$ cat config.mk
export PLATFORM = sky130hd
export DESIGN_NAME = ktt_ctrl
export DESIGN_NICKNAME = d
export VERILOG_FILES = /design/src/hdl/ktt_pkg.sv /design/src/hdl/ktt_ctrl.sv
export SDC_FILE = /design/constraint.sdc
export NUM_CORES = 1
export LEC_CHECK = 0
export BUFFER_PORTS_ARGS = -buffer_cell sky130_fd_sc_hd__buf_2
export CAP_MARGIN = 20
export CORE_MARGIN = 2
export CORE_UTILIZATION = 30
export DETAILED_ROUTE_END_ITERATION = 8
export SYNTH_ARGS = -nofsm -noshare
export SYNTH_HDL_FRONTEND = slang
export SYNTH_SLANG_ARGS = --single-unit
$ cat constraint.sdc
create_clock -name i_clk -period 1.8 [get_ports i_clk]
set_clock_uncertainty 0.1 [all_clocks]
set_input_delay 0.27 -clock i_clk [delete_from_list [all_inputs] [get_ports i_clk]]
set_output_delay 0.27 -clock i_clk [all_outputs]
set_load 0.02 [all_outputs]
$ cat src/hdl/ktt_pkg.sv
// Package for the keyframe timeline table: item types, codes and state encoding.
// Used by every module of the block except ktt_ram; depends on nothing.
package ktt_pkg;

    localparam int CAPACITY_DEF = 256;
    localparam int ENTRY_W = 168;   // key 32, size 32, offset 32, speed 64, cut 8

    typedef enum logic [1:0] {
        CMD_INIT  = 2'd0,
        CMD_WRITE = 2'd1,
        CMD_READ  = 2'd2,
        CMD_READX = 2'd3
    } t_cmd;

    typedef enum logic [2:0] {
        ST_OK        = 3'd0,
        ST_REPLACED  = 3'd1,
        ST_INSERTED  = 3'd2,
        ST_UNCHANGED = 3'd3,
        ST_FULL      = 3'd4,
        ST_EMPTY     = 3'd5
    } t_status;

    typedef struct packed {
        logic [1:0]  command;
        logic [31:0] key_frame;
        logic [15:0] width;
        logic [15:0] height;
        logic signed [15:0] offset_x;
        logic signed [15:0] offset_y;
        logic [63:0] speed_bits;
        logic [7:0]  cut_flag;
        logic [31:0] playhead;
    } t_in_item;

    typedef struct packed {
        logic [31:0] out_key_frame;
        logic [15:0] out_width;
        logic [15:0] out_height;
        logic signed [15:0] out_offset_x;
        logic signed [15:0] out_offset_y;
        logic [63:0] out_speed_bits;
        logic [7:0]  out_cut;
        logic [2:0]  status;
        logic [8:0]  entry_count;
    } t_out_item;

    typedef enum logic [3:0] {
        S_IDLE,
        S_INIT,
        S_FWD_RD,
        S_FWD_CHK,
        S_BWD_CHK,
        S_DECIDE,
        S_SHIFT_RD,
        S_SHIFT_WR,
        S_PUT,
        S_OUT_RD,
        S_OUT_WAIT,
        S_DONE
    } t_state;

    // Controller -> datapath commands.
    typedef struct packed {
        logic       latch_in;
        logic       rd_cur;      // read entry at cursor
        logic       rd_next;     // read entry at cursor + 1
        logic       rd_prev;     // read entry at cursor - 1
        logic       rd_shift;    // read entry at shift pointer - 1
        logic       wr_shift;    // write read data to shift pointer
        logic       wr_new;      // write input entry at put address
        logic       put_at_cur;  // put address is cursor (else cursor + 1)
        logic       put_at_zero;
        logic       cur_inc;
        logic       cur_dec;
        logic       cur_zero;
        logic       cur_clamp;
        logic       shift_load;
        logic       shift_dec;
        logic       seek_play;   // seek target is playhead (else key)
        logic       set_count_one;
        logic       count_inc;
        logic       res_load;
        logic [2:0] res_status;
    } t_ctl;

    // Datapath -> controller status.
    typedef struct packed {
        t_cmd cmd;
        logic empty;
        logic full;
        logic has_next;      // cursor + 1 < count
        logic at_zero;       // cursor == 0
        logic rd_le_target;  // read key <= seek target
        logic rd_gt_target;  // read key > seek target
        logic key_eq;        // entry key == input key
        logic view_diff;     // view fields differ
        logic shift_done;    // shift pointer reached put address
    } t_sts;

endpackage

$ cat src/hdl/ktt_ctrl.sv
// Controller of the keyframe table: sequences seek, replace, insert shift and result.
// Depends on ktt_pkg.
module ktt_ctrl import ktt_pkg::*; (
    input  logic i_clk,
    input  logic i_rst_n,
    input  logic i_in_valid,
    output logic o_in_stall,
    output logic o_out_valid,
    input  logic i_out_stall,
    input  t_sts i_sts,
    output t_ctl o_ctl
);
    t_state  r_state, n_state;
    logic    r_phase, n_phase;     // 0: seek to key, 1: seek to playhead
    t_status r_status, n_status;
    logic    r_out_valid;

    logic take;
    assign take        = (r_state == S_IDLE) && i_in_valid;
    assign o_in_stall  = (r_state != S_IDLE);
    assign o_out_valid = r_out_valid;

    always_comb begin
        n_state  = r_state;
        n_phase  = r_phase;
        n_status = r_status;
        unique case (r_state)
            S_IDLE: if (i_in_valid) n_state = S_INIT;
            S_INIT: begin
                n_phase  = 1'b1;
                n_status = ST_OK;
                if (i_sts.cmd == CMD_INIT) n_state = S_PUT;
                else if (i_sts.empty) begin
                    n_status = ST_EMPTY;
                    n_state  = S_OUT_RD;
                end else begin
                    n_phase = (i_sts.cmd != CMD_WRITE);
                    n_state = S_FWD_RD;
                end
            end
            S_FWD_RD: n_state = i_sts.has_next ? S_FWD_CHK : S_BWD_CHK;
            S_FWD_CHK: n_state = i_sts.rd_le_target ? S_FWD_RD : S_BWD_CHK;
            S_BWD_CHK: begin
                if (i_sts.rd_gt_target && !i_sts.at_zero) n_state = S_BWD_CHK;
                else if (r_phase) n_state = S_OUT_RD;
                else n_state = S_DECIDE;
            end
            S_DECIDE: begin
                if (i_sts.key_eq) begin
                    n_status = ST_REPLACED;
                    n_state  = S_PUT;
                end else if (i_sts.view_diff) begin
                    if (i_sts.full) begin
                        n_status = ST_FULL;
                        n_phase  = 1'b1;
                        n_state  = S_FWD_RD;
                    end else begin
                        n_status = ST_INSERTED;
                        n_state  = S_SHIFT_RD;
                    end
                end else begin
                    n_status = ST_UNCHANGED;
                    n_phase  = 1'b1;
                    n_state  = S_FWD_RD;
                end
            end
            S_SHIFT_RD: n_state = i_sts.shift_done ? S_PUT : S_SHIFT_WR;
            S_SHIFT_WR: n_state = S_SHIFT_RD;
            S_PUT: begin
                n_phase = 1'b1;
                n_state = (i_sts.cmd == CMD_INIT) ? S_OUT_RD : S_FWD_RD;
            end
            S_OUT_RD:   n_state = S_OUT_WAIT;
            S_OUT_WAIT: n_state = S_DONE;
            S_DONE:     if (!i_out_stall) n_state = S_IDLE;
            default:    n_state = S_IDLE;
        endcase
    end

    always_comb begin
        o_ctl            = '0;
        o_ctl.res_status = r_status;
        o_ctl.latch_in   = take;
        o_ctl.seek_play  = r_phase;
        unique case (r_state)
            S_IDLE: ;
            S_INIT: o_ctl.cur_clamp = (i_sts.cmd != CMD_INIT) && !i_sts.empty;
            S_FWD_RD: o_ctl.rd_next = i_sts.has_next;
            S_FWD_CHK: begin
                if (i_sts.rd_le_target) o_ctl.cur_inc = 1'b1;
                else o_ctl.rd_cur = 1'b1;   // fetch cursor entry for backward walk
            end
            S_BWD_CHK: begin
                // step back and fetch the entry below so it is ready next cycle
                if (i_sts.rd_gt_target && !i_sts.at_zero) begin
                    o_ctl.cur_dec = 1'b1;
                    o_ctl.rd_prev = 1'b1;
                end
                else if (!r_phase) o_ctl.rd_cur = 1'b1;
            end
            S_DECIDE: begin
                o_ctl.shift_load = 1'b1;
                o_ctl.rd_shift   = 1'b0;
            end
            S_SHIFT_RD: o_ctl.rd_shift = !i_sts.shift_done;
            S_SHIFT_WR: begin
                o_ctl.wr_shift  = 1'b1;
                o_ctl.shift_dec = 1'b1;
            end
            S_PUT: begin
                o_ctl.wr_new        = 1'b1;
                o_ctl.put_at_cur    = (r_status == ST_REPLACED);
                o_ctl.put_at_zero   = (i_sts.cmd == CMD_INIT);
                o_ctl.cur_zero      = (i_sts.cmd == CMD_INIT);
                o_ctl.set_count_one = (i_sts.cmd == CMD_INIT);
                o_ctl.count_inc     = (r_status == ST_INSERTED);
            end
            S_OUT_RD:   o_ctl.rd_cur = 1'b1;
            S_OUT_WAIT: o_ctl.res_load = 1'b1;
            S_DONE: ;
            default: ;
        endcase
    end

    always_ff @(posedge i_clk) begin
        if (!i_rst_n) begin
            r_state     <= S_IDLE;
            r_phase     <= 1'b0;
            r_status    <= ST_OK;
            r_out_valid <= 1'b0;
        end else begin
            r_state     <= n_state;
            r_phase     <= n_phase;
            r_status    <= n_status;
            if (r_state == S_OUT_WAIT) r_out_valid <= 1'b1;
            else if (!i_out_stall)     r_out_valid <= 1'b0;
        end
    end
endmodule

## Yosys cells after proc, flatten, opt, wreduce, memory -nomap -nowiden

Index checks and enable logic that the tools add are counted.

| storage, ports and cells | value |
|---|---|
| bits in registers | 9 |
| output and inout bits | 24 |
| word-level logic and storage cells | 82 |

| operators by class | value |
|---|---|
| equal/unequal tests | 19 |
| mux-type cells | 45 |
| reduce and logical (&&, ||, !) cells | 14 |

Operators with widths:

| kind | number |
|---|---|
| 4-bit case mux with 12 select lines | 1 |
| 4-bit two-way mux | 10 |
| 3-bit two-way mux | 9 |
| 1-bit two-way mux | 21 |
| 4-bit by 3-bit == test with 1-bit output, second input constant | 4 |
| 4-bit == test, second input constant | 4 |
| 4-bit by 2-bit == test with 1-bit output, second input constant | 2 |
| 2-bit != test, second input constant | 3 |
| 1-bit case mux with 3 select lines | 2 |
| 3-bit case mux with 2 select lines | 1 |
| 4-bit by 1-bit == test with 1-bit output, second input constant | 1 |
| 4-bit zero test | 1 |
| 2-bit by 1-bit != test with 1-bit output, second input constant | 2 |
| 2-bit nonzero test | 2 |
| 4-bit nonzero test | 1 |
| 3-bit by 1-bit == test with 1-bit output, second input constant | 1 |
| 3-bit by 2-bit == test with 1-bit output, second input constant | 1 |
| 1-bit logical AND | 3 |
| 1-bit zero test | 3 |
| 3-bit != test, second input constant | 1 |
| 3-bit AND reduction | 1 |
| 3-bit nonzero test | 1 |
| 2-bit zero test | 1 |
| 2-bit two-way mux | 1 |
| 2-bit AND reduction | 1 |

## Logic depth before layout (Yosys ltp)

Gate-level depths: netlist of run 1.

| logic depth | value |
|---|---|
| depth after elaboration | 4 |
| depth in mapped cells | 5 |
| gate-level depth less buffers | 4 |

## Worst setup path after synthesis of run 1

No wires, ideal clock.

| path | value |
|---|---|
| kind | register to output |
| start point | register r_state[0] |
| end point | output port o_ctl[4] (netlist bit) |
| arrival | 1756 ps |
| path slack | -326 ps |
| cell stages (with the launch flop) | 4 |
| buffers on the path | 1 |
| cell sequence | dfxtp_1 > or4b_1 > buf_2 > nor4b_1 |

RTL lines:

| what | RTL line | text |
|---|---|---|
| start: declaration | ktt_ctrl.sv:13 | `t_state r_state, n_state;` |
| start signal: assignment | ktt_ctrl.sv:132 | `r_state <= n_state;` |
| end: declaration | ktt_ctrl.sv:11 | `output t_ctl o_ctl` |

==> impl_metrics.json, run 1 <==
{
  "power_density_nw_per_um2": 1193,
  "setup_viol": 6,
  "antenna_cells": 0,
  "ys.flop_type": "dfxtp_1",
  "maxSlewHeadroom_pct": 76.81,
  "final_common_cell": "buf_2",
  "finalHoldViolCount": 0,
  "numCtsBuffers": 3,
  "cts_tree": "done",
  "hpwl_um": 1805,
  "dp.cells": 173,
  "io_buffers": 38,
  "dieArea_um2": 3000,
  "final_cells": 181,
  "post-route-util_pct": 50.31,
  "wl_per_cell_um": 13.36,
  "start_util_pct": 31.50,
  "die_w_um": 54.77,
  "avgSynthCellArea_um2": 7.295,
  "clock.fmax_ghz": 0.4945,
  "area_growth_pct": 59.71,
  "final_cell_mix": "buf_2 (30), buf_4 (16), o21ai_0 (7), buf_6 (7)",
  "ys_types": 36,
  "power.leakage_nw": 0.5668,
  "synth_edf_count": 0,
  "finalSetupTns_ns": -1.064,
  "grt_pass1_wl_um": 3843,
  "worstSkewPairLatency_ns": 0.26,
  "synth_compound_area_share_pct": 27.35,
  "synthesis.area_um2": 773.2,
  "yosys-top-cells-area": "dfxtp_1 (23%), buf_4 (5.8%), nand2b_1 (5.7%)",
  "clock_sinks": 9,
  "worstMarginPinSlew_ns": 0.3466,
  "crit_path_start_kind": "flop",
  "place_congestion": 0.8238,
  "finalMaxSlewViolations": 0,
  "dr.pass1.iters": 4,
  "min_period_ns": 2.022,
  "endpoint_kind": "primary output",
  "grt_usage_pct": 17.67,
  "ir_drop_uv": 612.7,
  "ant_nets": 0,
  "violations": "setup timing",
  "row_count": 18,
  "finalCritPeriodShare_pct": 112.4,
  "crit_type": "flop to primary output",
  "antenna_found_initial": 0,
  "synth-seq-cells": 9,
  "grt_max_degree": 16,
  "drtIter0Drc": 21,
  "cap_violations": 0,
  "grt_pass1_vias": 872,
  "core_um2": 2455,
  "status": "complete, but fails checks",
  "arrival_ns": 1.65,
  "synth-simple-area-share_pct": 36.25,
  "synth_top_cell_by_area": "dfxtp_1",
  "synth_warnings": 0,
  "synthMuxAreaShare_pct": 1.294,
  "cts_root_buf": "clkbuf_4",
  "yosys.area.top_type_share_pct": 23.30,
  "clock_path_buffers": 2,
  "avgViaCountPerCell": 5.387,
  "synth_xor_area_share_pct": 0,
  "chipHeight_um": 54.77,
  "seq_area_frac_synth_pct": 23.30,
  "ys_async_sr_fraction_pct": 0,
  "h-tree-depth": 1,
  "worstPathRequired_ns": 1.43,
  "via_count": 975,
  "drc": 0,
  "synth_fa_ha_area_share_pct": 0,
  "cts_hold_buf": 0,
  "overflow": 0,
  "clk_pin_slew_worst_paths_ns": 0.06,
  "rsz0062_at_grt": "yes",
  "synth_nets": 121,
  "fin_nets": 167,
  "drt-total-wl_um": 2419,
  "synthCells": 106,
  "ios": 39,
  "cp_max_fo": 4,
  "hold_path.class": "primary input to flop",
  "synth_top_family_by_area": "simple AND/OR/NAND/NOR gates",
  "drive_gt1_share_pct": 52.32,
  "worst_slack_ns": -0.2223
}
-- metrics by stage --
stage	setup WS (ns)	power (W)	hold slack [ns]	cell area, µm²
floorplan	-0.05687	0.0008858	0.3368	822.0
global placement	0.01096	0.001118	0.4059	1050
detailed placement	0.005055	0.001125	0.4192	1050
CTS	-0.2289	0.001375	0.1972	1154
global route	-0.2878	0.001576	0.2411	1235
finish	-0.2223	0.001473	0.1919	1235
-- cell type report --
cell class,count,area [µm²]
well taps,30,37.54
fillers,248,1220
clock buffers,4,26.28
inverters,5,21.27
multi-input cells,80,616.8
repair buffers,53,349.1
flip-flops and latches,9,183.9
-- synth_stat cells (2+ instances only) --
cell type,instances
o221a_2,2
inv_1,5
buf_4,6
nand3_1,3
o22ai_1,4
nor4b_1,2
nand2b_1,7
nor2b_1,4
buf_2,4
a21oi_1,6
nor3_1,8
nand2_1,5
a21boi_0,2
nor2_1,9
o21ai_0,7
o31a_1,2
and3_1,3
dfxtp_1,9
-- flip-flops by register name, summed over array words and instances, names as in the netlist --
signal	flops
r_status	3
o_out_valid	1
r_phase	1
r_state	4
-- kinds of logic after synthesis --
family | after synthesis
DFF | 9
and+or+nand+nor | 48
buffers and inverters | 17
muxes | 1
AOI/OAI and AO/OA | 31
-- layer usage --
layer / vias up / global-route usage, % / share of wire [%]
met5: - / 0 / 0
met4: 0 / 1.667 / 0
met3: 0 / 4.372 / 5.2
met2: 24 / 27.78 / 50
met1: 469 / 25.00 / 45
li1: 482 / - / -
-- power breakdown --
part | internal [W] | switching (W)
clock network | 0.0000854 | 0.0000703
logic | 0.000433 | 0.000558
registers | 0.000261 | 0.0000651
total | 0.000780 | 0.000693
-- final timing paths --
| kind | depth (start not counted) | from | end | slack (ns) |
|---|---|---|---|---|
| worst max-delay path | 4 | r_state[2] | o_ctl[5] | -0.22 |
| worst min-delay path | 3 | i_out_stall | o_out_valid | 0.19 |
| worst min register to register | 2 | o_out_valid | o_out_valid | 0.43 |
| worst max register to register | 6 | r_state[2] | r_state[3] | 0.09 |
-- timing repair --
| item | CTS | global route |
|---|---|---|
| pin swaps | 0 | 6 |
| resized for setup | 17 | 20 |
| setup buffers | 3 | 2 |
| endpoints found under the setup margin | 10 | 15 |
-- worst max-delay path, cell delays in order (launching register included) --
cell and delay, ns:
dfxtp_2 0.32, or4b_4 0.57, buf_6 0.15, nor3_4 0.17, buf_4 0.18
Power figures use the tool's default switching activity.
==> run 2, diff against run 1 <==
BUFFER_PORTS_ARGS = -buffer_cell sky130_fd_sc_hd__clkbuf_2   (was -buffer_cell sky130_fd_sc_hd__buf_2)
==> run 2 against run 1 <==
The run still ends with setup timing left; total power is essentially flat; core utilization up 0.61 points; global-route usage fell by 0.25 points; worst hold slack worse by 0.0017 ns; via count rose by 0.21%; routed wire length up 4.6%; die area did not move; sequential share of layout area shrank 0.28 points.
==> impl_metrics.json, run 2 (synthesis results as in run 1) <==
{
  "hold_path.class": "primary input to flop",
  "core_um2": 2455,
  "rrSetupSlack_ns": 0.08,
  "clock_path_buffers": 2,
  "reg2reg_to": "r_state[3]",
  "drt-total-wl_um": 2530,
  "endpoint_kind": "primary output",
  "fin_nets": 169,
  "maxSlewHeadroom_pct": 80.34,
  "crit_path_end": "o_ctl[14]",
  "chipHeight_um": 54.77,
  "die_w_um": 54.77,
  "finalHoldViolCount": 0,
  "finalMaxSlewViolations": 0,
  "clock_sinks": 9,
  "min_period_ns": 1.955,
  "ir_drop_uv": 841.4,
  "grt_pass1_vias": 916,
  "io_buffers": 38,
  "regMostFlops": "r_state",
  "rsz0062_at_grt": "yes",
  "ios": 39,
  "grt_use_met1_pct": 21.80,
  "whs_ns": 0.1901,
  "cts_root_buf": "clkbuf_4",
  "setup_viol": 5,
  "overflow": 0,
  "drive_gt1_share_pct": 53.59,
  "met3_usage_pct": 5.464,
  "h-tree-depth": 1,
  "power.leakage_nw": 0.5744,
  "worstMarginPinSlew_ns": 0.2949,
  "grtUsageMet2_pct": 29.37,
  "reg2reg_from": "r_state[0]",
  "violations": "setup timing",
  "top_regs": "r_state x4, r_status x3",
  "via_count": 977,
  "power_density_nw_per_um2": 1179,
  "place_congestion": 0.7661,
  "start_util_pct": 31.50,
  "numCtsBuffers": 3,
  "hpwl_um": 1861,
  "worstSkewPairLatency_ns": 0.26,
  "final_cells": 183,
  "antenna_found_initial": 0,
  "antenna_cells": 0,
  "arrival_ns": 1.58,
  "wl_per_cell_um": 13.83,
  "drtIter0Drc": 19,
  "cap_violations": 0,
  "grt_usage_pct": 17.42,
  "grt_busiest_layer": "met2",
  "grt_max_degree": 16,
  "clk_pin_slew_worst_paths_ns": 0.06,
  "status": "complete, but fails checks",
  "area_growth_pct": 61.65,
  "post-route-util_pct": 50.92,
  "crit_path_start_kind": "flop",
  "dp.cells": 173,
  "dieArea_um2": 3000,
  "final_area_um2": 1250,
  "worstPathRequired_ns": 1.43,
  "grt_pass1_wl_um": 3795,
  "cp_max_fo": 5,
  "post_dp_cell_area_um2": 1050,
  "avgViaCountPerCell": 5.339,
  "final_common_cell": "clkbuf_2",
  "clock.fmax_ghz": 0.5116,
  "cts_hold_buf": 0,
  "dr.pass1.iters": 2,
  "crit_start": "r_state[0]",
  "ant_nets": 0,
  "drc": 0,
  "final_cell_mix": "clkbuf_2 (25), buf_4 (17), o21ai_0 (7), dfxtp_1 (7), buf_6 (7)",
  "largest_reg_flops": 4,
  "worst_slack_ns": -0.1547,
  "finalCritPeriodShare_pct": 108.6,
  "crit_type": "flop to primary output",
  "cts_tree": "done",
  "dp_slack_ns": -0.04063,
  "row_count": 18,
  "rr_worst_depth": 6,
  "fill_cells": 249
}
## run 2: cell count changes in the layout (fill, tap and decap cells not counted), moves of 2 or more
cell	previous run	this run
buf_2	30	4
clkbuf_2	0	25
nor3_2	2	4
nor3_4	3	1
## run 2: worst min-delay path by stage
stage / startpoint / to / slack (ns) / cells after the start
finish: i_out_stall / o_out_valid / 0.19 / 3
CTS: i_out_stall / o_out_valid / 0.19 / 3
floorplan: i_out_stall / o_out_valid / 0.34 / 2
detailed placement: o_out_valid / o_out_valid / 0.41 / 2
global route: i_out_stall / o_out_valid / 0.21 / 3
global placement: o_out_valid / o_out_valid / 0.40 / 2
## run 2: routing by layer
| metal | up-vias | share of wire (%) |
|---|---|---|
| li1 | 482 | - |
| met1 | 463 | 44 |
| met2 | 28 | 49 |
| met3 | 4 | 5.3 |
| met4 | 0 | 1.3 |
| met5 | - | 0 |
## run 2: metrics by stage
stage          power [W]  TNS [ns]
2_1_floorplan  0.0008858   -0.1790
3_3_place_gp    0.001117  -0.01253
3_5_place_dp    0.001129  -0.04521
4_1_cts         0.001403   -0.8784
5_1_grt         0.001572   -0.9942
6_report        0.001474   -0.7061
## run 2: timing repair
| item | 4_1_cts | 5_1_grt |
|---|---|---|
| cloned | 0 | 0 |
| setup endpoints to repair | 10 | 16 |
| buffers inserted | 4 | 2 |
| hold endpoints to repair | 0 | 0 |
| pin swaps | 5 | 4 |
| resized for setup | 20 | 30 |
## run 2: layout make-up
cell class / instances / area, µm² / share of cell area [%]
inverters: 5 / 21.27 / 1.702
clock buffers: 4 / 26.28 / 2.102
multi-input cells: 80 / 601.8 / 48.15
repair buffers: 55 / 380.4 / 30.43
flip-flops and latches: 9 / 182.7 / 14.61
well taps: 30 / 37.54 / 3.003
## run 2: critical path, stage by stage (launching register included)
cell and delay, ns:
dfxtp_2 0.32, or4b_4 0.59, nor4b_2 0.22, buf_2 0.20
## run 2: power breakdown
part / total [W] / leakage, nW / switching (W) / internal [W]
Sequential: 0.000323 / 0.0743 / 0.0000628 / 0.000261
Combinational: 0.000995 / 0.485 / 0.000555 / 0.000440
Clock: 0.000156 / 0.0150 / 0.0000704 / 0.0000854
Total: 0.00147 / 0.574 / 0.000688 / 0.000786
==> run 3, diff against run 2 <==
GPL_ROUTABILITY_DRIVEN = 1   (was not set)
TNS_END_PERCENT = 5   (was not set)
clock period = 2.3 ns   (was 1.8 ns; I/O delays follow)
==> run 3 against run 2 <==
The run now ends clean; cell area shrank 20%; cell count shrank 6.6%; largest cell class unchanged; die area is the same; worst hold slack gained 0.083 ns; non-clock buffer count shrank 12; clock power shrank 21%; combinational power shrank 41%; critical path type unchanged; global-route usage shrank 1.3 points.
==> impl_metrics.json, run 3 (synthesis results as in run 1) <==
{
  "min_period_ns": 2.110,
  "final_cell_mix": "clkbuf_2 (38), nor2_1 (9), dfxtp_1 (9)",
  "post_dp_cell_area_um2": 965.9,
  "hold_path.class": "primary input to flop",
  "wl_per_cell_um": 13.27,
  "drc": 0,
  "finalSetupTns_ns": 0,
  "reg2reg_to": "r_state[1]",
  "dr.pass1.iters": 4,
  "clk_pin_slew_worst_paths_ns": 0.06,
  "rrSetupSlack_ns": 0.61,
  "grt_pass1_vias": 758,
  "post-route-util_pct": 40.62,
  "cts_hold_buf": 0,
  "setup_viol": 0,
  "min_from": "i_out_stall",
  "cp_max_fo": 6,
  "grt_pass1_wl_um": 3443,
  "clock.fmax_ghz": 0.4739,
  "finalHoldViolCount": 0,
  "hpwl_um": 1761,
  "endpoint_kind": "primary output",
  "rr_worst_depth": 5,
  "ant_nets": 0,
  "avgViaCountPerCell": 5.339,
  "fin_nets": 157,
  "finalMaxSlewViolations": 0,
  "drt-total-wl_um": 2270,
  "start_util_pct": 31.50,
  "drtIter0Drc": 30,
  "cts_setup_buffers": 0,
  "grt_usage_pct": 16.16,
  "regMostFlops": "r_state",
  "numCtsBuffers": 3,
  "drive_gt1_share_pct": 36.17,
  "area_growth_pct": 28.96,
  "top_regs": "r_state x4, r_status x3",
  "maxSlewHeadroom_pct": 76.81,
  "power.total_w": 0.0009587,
  "fill_cells": 268,
  "h-tree-depth": 1,
  "power_density_nw_per_um2": 961.4,
  "final_area_um2": 997.2,
  "cts_tree": "done",
  "grt_max_degree": 16,
  "overflow": 0,
  "rsz0062_at_grt": "no",
  "io_buffers": 38,
  "worstPathRequired_ns": 1.86,
  "place_congestion": 0.8730,
  "chipHeight_um": 54.77,
  "crit_type": "flop to primary output",
  "power.leakage_nw": 0.4773,
  "ir_drop_uv": 573.3,
  "die_w_um": 54.77,
  "clock_sinks": 9,
  "hold_path_end": "o_out_valid",
  "cts_root_buf": "clkbuf_4",
  "antenna_cells": 0,
  "crit_path_start_kind": "flop",
  "final_common_cell": "clkbuf_2",
  "worstSkewPairLatency_ns": 0.26,
  "arrival_ns": 1.67,
  "cap_violations": 0,
  "dieArea_um2": 3000,
  "ios": 39,
  "holdPathStages": 3,
  "antenna_found_initial": 0,
  "row_count": 18,
  "reg2reg_from": "r_state[1]",
  "largest_reg_flops": 4,
  "finalCritPeriodShare_pct": 91.75,
  "clock_path_buffers": 2,
  "post_cts_resized": 0,
  "status": "finished, final reports clean",
  "worstMarginPinSlew_ns": 0.3452,
  "core_um2": 2455,
  "via_count": 913
}
-- run 3: changes by cell type in the layout (fill, tap and decap cells not counted), moves of 3 or more --
| cell | before | now |
|---|---|---|
| clkbuf_2 | 25 | 38 |
| nor3_2 | 4 | 0 |
| nor2_1 | 6 | 9 |
| buf_4 | 17 | 5 |
| nor3_1 | 4 | 8 |
| buf_2 | 4 | 0 |
| buf_6 | 7 | 0 |
-- run 3: critical path, cell delays in order, from the launching register on --
cell	delay, ns
dfxtp_1	0.31
or4b_4	0.59
nor4b_1	0.29
clkbuf_2	0.21
-- run 3: through the flow --
stage          hold WS [ns]  instances  setup slack, ns
3_5_place_dp         0.4015        167           0.3599
5_1_grt              0.3046        171           0.1087
4_1_cts              0.2684        171          0.05877
3_3_place_gp         0.3929        167           0.3670
2_1_floorplan        0.4118        106          0.09950
6_report             0.2730        171           0.1899
-- run 3: area by class of cell --
class	instances	area, µm²	share of cell area (%)
Sequential cell	9	180.2	18.07
Clock buffer	3	22.52	2.258
Inverter	5	18.77	1.882
Tap cell	30	37.54	3.764
Clock inverter	1	5.005	0.5019
Multi-Input combinational cell	80	505.5	50.69
Timing Repair Buffer	43	227.7	22.84
-- run 3: how the worst max path moves through the flow --
stage,start,endpoint,slack (ns)
after floorplan,r_state[0],o_ctl[4],0.1
after global placement,r_state[2],o_ctl[4],0.37
after detailed placement,r_state[2],o_ctl[4],0.36
after CTS,r_state[2],o_ctl[4],0.06
after global routing,r_state[2],o_ctl[4],0.11
final,r_state[2],o_ctl[4],0.19
-- run 3: layer usage --
metal	wire length (µm)	vias to the layer above	global-route usage, %
li1	-	461	-
met5	0	-	0
met3	170	2	2.732
met1	1016	408	21.12
met4	17	0	8.750
met2	1065	42	25.00
-- run 3: power by group --
part	switching, W	internal, W
combinational	0.000363	0.000227
sequential	0.0000444	0.000201
clock	0.0000587	0.0000642
